--- config.mk ---
export PLATFORM = sky130hd
export DESIGN_NAME = olar_chain
export DESIGN_NICKNAME = d
export VERILOG_FILES = /design/src/rtl/core/assert_macros.svh /design/src/rtl/core/olar_pkg.sv /design/src/rtl/core/olar_cell.sv /design/src/rtl/core/olar_chain.sv
export SDC_FILE = /design/constraint.sdc
export NUM_CORES = 2
export LEC_CHECK = 0
export BUFFER_PORTS_ARGS = -buffer_cell sky130_fd_sc_hd__buf_4
export CAP_MARGIN = 20
export CORE_MARGIN = 4
export CORE_UTILIZATION = 60
export DETAILED_ROUTE_END_ITERATION = 12
export HOLD_SLACK_MARGIN = 0.03
export PLACE_DENSITY = 0.8
export SYNTH_ARGS = -nofsm -noshare
export SYNTH_HDL_FRONTEND = slang
export SYNTH_SLANG_ARGS = --single-unit
--- constraint.sdc ---
create_clock -name clock -period 9.41 [get_ports clock]
set_input_delay 0.941 -clock clock [delete_from_list [all_inputs] [get_ports clock]]
set_output_delay 0.941 -clock clock [all_outputs]
set_load 0.01 [all_outputs]
--- src/rtl/core/assert_macros.svh ---
// ----------------------------------------------------------------------------
// Assertion macros
// Shared concurrent assertion forms for the ordered list core.
// ----------------------------------------------------------------------------
`ifndef ASSERT_MACROS_SVH
`define ASSERT_MACROS_SVH

// The property holds at every clock edge outside reset.
`define OLAR_ASSERT(label, clk, rst, prop, msg) \
   label: assert property (@(posedge clk) disable iff (rst) (prop)) \
      else $error(msg);

// When the condition holds, the expression holds in the next cycle.
`define OLAR_ASSERT_NEXT(label, clk, rst, cond, expr, msg) \
   label: assert property (@(posedge clk) disable iff (rst) (cond) |=> (expr)) \
      else $error(msg);

`endif

--- src/rtl/core/olar_pkg.sv ---
// ----------------------------------------------------------------------------
// Ordered list package
// Field widths, operation and status codes, and the cell control bundle.
// ----------------------------------------------------------------------------
package olar_pkg;

   localparam int VALUE_W   = 32;
   localparam int STATUS_W  = 2;
   localparam int POS_W     = 6;
   localparam int COUNT_W   = 7;
   localparam int CAP_OUT_W = 7;

   localparam logic ACTION_APPEND = 1'b0;
   localparam logic ACTION_REMOVE = 1'b1;

   typedef enum logic [STATUS_W-1:0] {
      STATUS_DONE,
      STATUS_NOT_FOUND,
      STATUS_FULL
   } status_type;

   // Commands broadcast to every cell of the chain.
   typedef struct packed {
      logic                      compare;
      logic                      append;
      logic                      shift;
      logic signed [VALUE_W-1:0] value;
   } cell_ctl_type;

endpackage

--- src/rtl/core/olar_cell.sv ---
// ----------------------------------------------------------------------------
// List cell
// Holds one entry, registers its match against the searched value, writes the
// appended value when selected, and takes its upper neighbor's entry on removal.
// ----------------------------------------------------------------------------
module olar_cell (
   input  logic                               clock,
   input  olar_pkg::cell_ctl_type             ctl,
   input  logic                               live,
   input  logic                               write_sel,
   input  logic                               hit_in,
   input  logic signed [olar_pkg::VALUE_W-1:0] next_entry,
   output logic signed [olar_pkg::VALUE_W-1:0] entry,
   output logic                               hit_out,
   output logic                               first
);
   import olar_pkg::*;

   logic signed [VALUE_W-1:0] entry_ff;
   logic signed [VALUE_W-1:0] entry_in;
   logic                      match_ff;
   logic                      match_in;

   assign hit_out = hit_in | match_ff;
   assign first   = match_ff & ~hit_in;
   assign entry   = entry_ff;

   always_comb begin
      match_in = match_ff;
      if (ctl.compare) begin
         match_in = live && (entry_ff == ctl.value);
      end
      entry_in = entry_ff;
      if (ctl.append && write_sel) begin
         entry_in = ctl.value;
      end else if (ctl.shift && hit_out) begin
         entry_in = next_entry;
      end
   end

   always_ff @(posedge clock) begin
      match_ff <= match_in;
      entry_ff <= entry_in;
   end

endmodule

--- src/rtl/core/olar_chain.sv ---
// ----------------------------------------------------------------------------
// Cell chain
// A row of list cells; the match flag ripples upward so that only the first
// match and the cells above it take part in a removal.
// ----------------------------------------------------------------------------
module olar_chain #(
   parameter int DEPTH = 64
) (
   input  logic                         clock,
   input  olar_pkg::cell_ctl_type       ctl,
   input  logic [$clog2(DEPTH+1)-1:0]   count,
   output logic                         found,
   output logic [$clog2(DEPTH)-1:0]     position
);
   import olar_pkg::*;

   localparam int CNT_W = $clog2(DEPTH + 1);
   localparam int IDX_W = $clog2(DEPTH);

   logic signed [VALUE_W-1:0] entry [DEPTH];
   logic [DEPTH:0]            hit;
   logic [DEPTH-1:0]          first;

   assign hit[0] = 1'b0;
   assign found  = hit[DEPTH];

   for (genvar g = 0; g < DEPTH; g++) begin : g_cell
      logic signed [VALUE_W-1:0] upper;

      if (g == DEPTH - 1) begin : g_top
         assign upper = entry[g];
      end else begin : g_mid
         assign upper = entry[g+1];
      end

      olar_cell u_cell (
         .clock      (clock),
         .ctl        (ctl),
         .live       (count > CNT_W'(g)),
         .write_sel  (count == CNT_W'(g)),
         .hit_in     (hit[g]),
         .next_entry (upper),
         .entry      (entry[g]),
         .hit_out    (hit[g+1]),
         .first      (first[g])
      );
   end

   always_comb begin
      position = '0;
      for (int i = 0; i < DEPTH; i++) begin
         position = position | (first[i] ? IDX_W'(i) : '0);
      end
   end

endmodule
* Word level (Yosys, flattened, before mapping)
Index checks and enable logic that the tools add are counted.
** Word-level totals
- Register bits after elaboration :: 2112
- Latch bits :: 0
- Bits in writable memories :: 0
- Memory bits (read-only) :: 0
- Output and inout bits :: 7
- Word-level logic and storage cells :: 1014
- Memories :: 0
** Cells by class
- $add $sub $neg :: 0
- Multipliers :: 0
- Div/mod/pow operators :: 0
- $lt $le $gt $ge :: 64
- Equal/unequal tests :: 127
- Shift-type cells :: 0
- Muxes and demuxes :: 189
- Bitwise operators :: 251
- Reduce and logical (&&, ||, !) cells :: 255
** Operators with widths (count)
- $mux 32 :: 126
- $eq 32x32->1 :: 64
- $eq 7x6->1 const B :: 32
- $gt 7x6->1 const B :: 32
- $mux 6 :: 32
- $logic_and 1x1->1 :: 191
- $or 6x6->6 :: 31
- $reduce_bool 2->1 :: 63
- $eq 7x5->1 const B :: 16
- $gt 7x5->1 const B :: 16
- $mux 5 :: 16
- $or 5x5->5 :: 15
- $and 1x1->1 :: 63
- $not 1->1 :: 63
- $or 1x1->1 :: 63
- $eq 7x4->1 const B :: 8
- $gt 7x4->1 const B :: 8
- $mux 4 :: 8
- $eq 7x3->1 const B :: 4
- $gt 7x3->1 const B :: 4
- $or 4x4->4 :: 7
- $eq 7x2->1 const B :: 2
- $gt 7x1->1 const B :: 2
- $gt 7x2->1 const B :: 2
- 12 further kinds :: 18

* Longest topological paths before layout
- Depth after elaboration :: 66
- Mapped depth :: 8

* Modules after synthesis
A second synthesis with hierarchy kept.
** Second synthesis, totals
- Cells, all modules :: 7750
- Area total of the unflattened synthesis :: 113022.1 sq um
** By module, submodules not included
- olar_cell :: instances 64, cells each 117, area each 1745.4 sq um
- olar_chain :: instances 1, cells each 262, area each 1315.0 sq um

* Worst setup path before layout
Ideal clock, no wire load.
- Path kind :: in2reg
- Start point :: input count[1]
- End point :: register g_cell[46].u_cell.entry_ff[0] (enable)
- Library setup time :: 0.466 ns
- Data arrival time :: 3.887 ns
- Data required time :: 8.944 ns
- Path slack :: 5.058 ns
- Stages :: 5
- Cells stage by stage :: buf_2 -> nand2_1 -> nor2_1 -> nand2_1 -> o21ai_0
** Between the ends
- Longest elaborated chain between the ends :: 3
** Ends and longest elaborated chain
- start, declared :: RTL line olar_chain.sv:11 : input logic [$clog2(DEPTH+1)-1:0] count,
- $eq 7x6->1 :: RTL line olar_chain.sv:40 : .write_sel (count == CNT_W'(g)),
- $logic_and 1x1->1 :: RTL line olar_cell.sv:34 : if (ctl.append && write_sel) begin
- $reduce_bool 2->1 (no line)
- end signal, assigned :: RTL line olar_cell.sv:43 : entry_ff <= entry_in;
- end, declared :: RTL line olar_cell.sv:19 : logic signed [VALUE_W-1:0] entry_ff;
Every way passes these cells.
A chain may end at the register's enable or synchronous reset.

* Worst setup path in the final report
- Start point :: register g_cell[1].u_cell.match_ff
- End point :: output position[0]
** Between the ends
- Longest elaborated chain between the ends :: 66
** Ends and longest elaborated chain
- start, declared :: RTL line olar_cell.sv:21 : logic match_ff;
- start signal, assigned :: RTL line olar_cell.sv:42 : match_ff <= match_in;
- $or 1x1->1 (2 in series) :: RTL line olar_cell.sv:24 : assign hit_out = hit_in | match_ff;
- $not 1->1 or $or 1x1->1 (tied branches) :: RTL line olar_cell.sv:25, olar_cell.sv:24
- $and 1x1->1 or $or 1x1->1 (tied branches) :: RTL line olar_cell.sv:25, olar_cell.sv:24
- $mux 2, or another cell as far along :: RTL line olar_chain.sv:52 : position = position | (first[i] ? IDX_W'(i) : '0);
- $or 2x2->2, or another cell as far along :: RTL line olar_chain.sv:52
- $or 2x3->3, or another cell as far along :: RTL line olar_chain.sv:52
- $or 3x3->3, or another cell as far along (3 in series) :: RTL line olar_chain.sv:52
- $or 3x4->4, or another cell as far along :: RTL line olar_chain.sv:52
- $or 4x4->4, or another cell as far along (7 in series) :: RTL line olar_chain.sv:52
- $or 4x5->5, or another cell as far along :: RTL line olar_chain.sv:52
- $or 5x5->5, or another cell as far along (15 in series) :: RTL line olar_chain.sv:52
- $or 5x6->6, or another cell as far along :: RTL line olar_chain.sv:52
- $or 6x6->6, or another cell as far along (28 in series) :: RTL line olar_chain.sv:52
- $or 6x6->6 or $and 1x1->1 (tied branches) :: RTL line olar_chain.sv:52, olar_cell.sv:25
- $or 6x6->6 or $mux 6 (tied branches) :: RTL line olar_chain.sv:52
- $or 6x6->6 (*) :: RTL line olar_chain.sv:52
- end, declared :: RTL line olar_chain.sv:13 : output logic [$clog2(DEPTH)-1:0] position
Mark *: on every way between the ends. The rest lies on a longest branch, timed or not.

==> results_dict.tcl <==
set metrics [dict create \
    clkTransAtPathRegs_ns 0.06 \
    ys.flop_type "edfxtp_1" \
    drc 0 \
    grt_pass1_vias 69900 \
    ys_types 69 \
    start_kind "flip-flop" \
    finalInstanceArea_sq_um 124000 \
    synth-async-reset-ratio_pct 0 \
    cts_sinks 2112 \
    cts_tree "yes" \
    critPathSlowestCell "nor4_4" \
    synth_fp_nets 8108 \
    p_total_mw 22.2 \
    synth_edf_count 2112 \
    grt_max_degree 79 \
    fin_crit_sh_pct 60.7 \
    cp-endpoint "position[0]" \
    place.port_buffers 49 \
    slew_violations 0 \
    cts.repair.resized 0 \
    critical_path.startpoint "g_cell[1].u_cell.match_ff" \
    critPathKind "flip-flop to output pin" \
    core_area_sq_um 188000 \
    cp.arrival_ns 4.77 \
    power_density_nw_per_um2 179 \
    htreeDepth 4 \
    post-route-min-period_ns 5.71 \
    r2r_end "g_cell[60].u_cell.entry[11]" \
    leakage_nw 42.2 \
    cp-end-kind "output pin" \
    std_cell_rows 159 \
    hold_buffers 0 \
    ff2ff_path_depth 7 \
    syn2layout_area_growth_pct 8.96 \
    rr_startpoint "g_cell[1].u_cell.match_ff" \
    clk_path_buf_depth 3 \
    instances_no_fill 10600 \
    status "complete, no violations" \
    ys_ff_latch 2112 \
    die_area_sq_um 197000 \
    multi_input_area_sq_um 48000 \
    drt_iter0_markers 8472 \
    clk_latency_ns 0.89 \
    critical_path.max_fanout 17 \
    fillers 13100 \
    fp.dieW_um 444 \
    cp_slowest_stage_delay_ns 0.76 \
    ys_seq_area_share_pct 55.6 \
    dpl-instance-area_sq_um 117000 \
    maxCapViolations 0 \
    fmax_ghz 0.175 \
    finalSetupViolations 0 \
    rrSetupSlack_ns 4.85 \
    detail-route-antenna-nets 0 \
    synthCells 8065 \
    hp-start "ctl[29]" \
    grt_pass1_wl_mm 483 \
    avgSynthCellArea_sq_um 14.1 \
    firstDrtPassIters 9 \
    num_io_pins 50 \
    synth_warnings 0 \
    slew_headroom_pct 12.0 \
    required_ns 8.47 \
    num_vias 69500 \
    crit_chain "nor4_4, nand4_4, nor3_4, nand2_1, o31ai_1, or4_1, buf_4" \
    finClkSkew_ns 0.0469 \
    placedCellCount 10200 \
    grt-ovfl-total 0 \
    dp.final_hpwl_mm 223 \
    post_drt_wl_per_cell_um 31.2 \
    rsz0062_at_grt "false" \
    cts_root_buf "clkbuf_16" \
    min_path_type "input pin to flip-flop" \
    hold_violations 0 \
    place_congestion 0.955 \
    post_cts_buffers 0 \
    worst_pin_slew_ns 1.31 \
    grt_usage_pct 32.9 \
    ir_worst_vdd_v 0.000163 \
    routed_wl_mm 331 \
    antenna_found_initial 17 \
    numCtsBuffers 218 \
    layout-drive-gt1-share_pct 33.0 \
    fp.dieH_um 444 \
    final_nets 7932 \
    synth_area_sq_um 114000 \
    whs_ns 0.519 \
    tns_ns 0 \
    start_util_pct 60.5 \
    avgViaCountPerCell 6.56 \
    regArea_sq_um 63400 \
]
-- sequential cells by signal, indices dropped and copies added (netlist names) --
signal                  count
g_cell.u_cell.entry      2048
g_cell.u_cell.match_ff     64
-- metal layers --
| layer | vias up | global-route usage [%] | part of all wire (%) |
|---|---|---|---|
| met5 | - | 0 | 0.014 |
| met3 | 889 | 5.89 | 9.0 |
| met4 | 6 | 17.0 | 5.8 |
| li1 | 29600 | - | - |
| met1 | 35200 | 44.2 | 39 |
| met2 | 3820 | 51.8 | 46 |
-- per-stage QoR --
step           setup WS [ns]  util (%)
2_1_floorplan           5.06         -
5_1_grt                 3.54      65.9
4_1_cts                 3.72      65.9
3_5_place_dp            4.70      62.2
3_3_place_gp            4.74      62.1
6_report                3.70      65.9
-- how the worst min path moves through the flow --
stage / endpoint / slack (ns) / cells after the start
5_1_grt: g_cell[63].u_cell.entry[29] / 0.47 / 1
2_1_floorplan: g_cell[5].u_cell.entry[27] / 0.55 / 1
6_report: g_cell[63].u_cell.entry[29] / 0.52 / 1
3_3_place_gp: g_cell[62].u_cell.entry[16] / 0.58 / 1
3_5_place_dp: g_cell[37].u_cell.entry[24] / 0.58 / 1
4_1_cts: g_cell[63].u_cell.entry[29] / 0.45 / 1
-- layout make-up --
type	instances	share of cell area, %
Multi-Input combinational cell	5252	38.6
Tap cell	2495	2.51
Inverter	16	0.0483
Clock inverter	133	1.01
Timing Repair Buffer	289	2.15
Clock buffer	270	4.55
Antenna cell	22	0.0443
Sequential cell	2112	51.1
-- report_power, final --
| group | total, mW | internal, mW | switching (mW) | leakage (nW) |
|---|---|---|---|---|
| sequential | 11.4 | 11.0 | 0.444 | 20.6 |
| combinational | 2.26 | 0.913 | 1.35 | 18.2 |
| clock | 8.52 | 4.74 | 3.78 | 3.36 |
-- cell usage after synthesis (all sizes together) (9+ instances only) --
| cell | number | area [sq um] |
|---|---|---|
| edfxtp | 2112 | 63400 |
| mux2 | 2016 | 22700 |
| xor2 | 1345 | 11800 |
| xnor2 | 703 | 6160 |
| clkbuf | 388 | 1460 |
| nor4 | 380 | 2460 |
| buf | 297 | 1310 |
| nand4 | 254 | 1600 |
| nand2 | 94 | 353 |
| nor2 | 69 | 262 |
| nor3 | 68 | 372 |
| o21ai | 59 | 295 |
| nand3 | 55 | 275 |
| a21oi | 26 | 130 |
| a2111oi | 18 | 158 |
| inv | 16 | 60.1 |
| a21o | 14 | 105 |
| nand2b | 13 | 81.3 |
| a211oi | 12 | 90.1 |
| a31oi | 10 | 62.6 |
| nor2b | 10 | 62.6 |
| or3 | 10 | 62.6 |
| o211ai | 9 | 67.6 |
| or2 | 9 | 56.3 |
-- critical path: cells and delay by family, from the launching register on --
kind | cells | cell delay, ns
compound gates | 1 | 0.44
buf+inv | 1 | 0.22
flops | 1 | 0.45
simple gates | 5 | 2.75
-- cells by family (layout without fill, tap and decap cells) --
family / Yosys count / in the layout / synth area share (%)
compound gates: 190 / 190 / 1.11
xor+xnor: 2048 / 2048 / 15.7
buf+inv: 701 / 708 / 2.48
flops: 2112 / 2112 / 55.6
mux: 2016 / 2016 / 19.9
other cells: 0 / 22 / 0
simple gates: 998 / 998 / 5.14
-- cells in the final DEF, fill, tap and decap left out, drive strengths merged, types with 17 or more instances in the layout --
cell type / Yosys / final
clkbuf: 388 / 270
bufinv: 0 / 17
mux2: 2016 / 2016
nand2: 94 / 94
a21oi: 26 / 26
inv: 16 / 24
nand3: 55 / 55
a2111oi: 18 / 18
nor4: 380 / 380
nor2: 69 / 69
nor3: 68 / 68
clkinv: 0 / 104
o21ai: 59 / 59
buf: 297 / 289
xnor2: 703 / 703
edfxtp: 2112 / 2112
diode: 0 / 22
xor2: 1345 / 1345
nand4: 254 / 254
No activity file was read; power rests on OpenSTA's default activity.
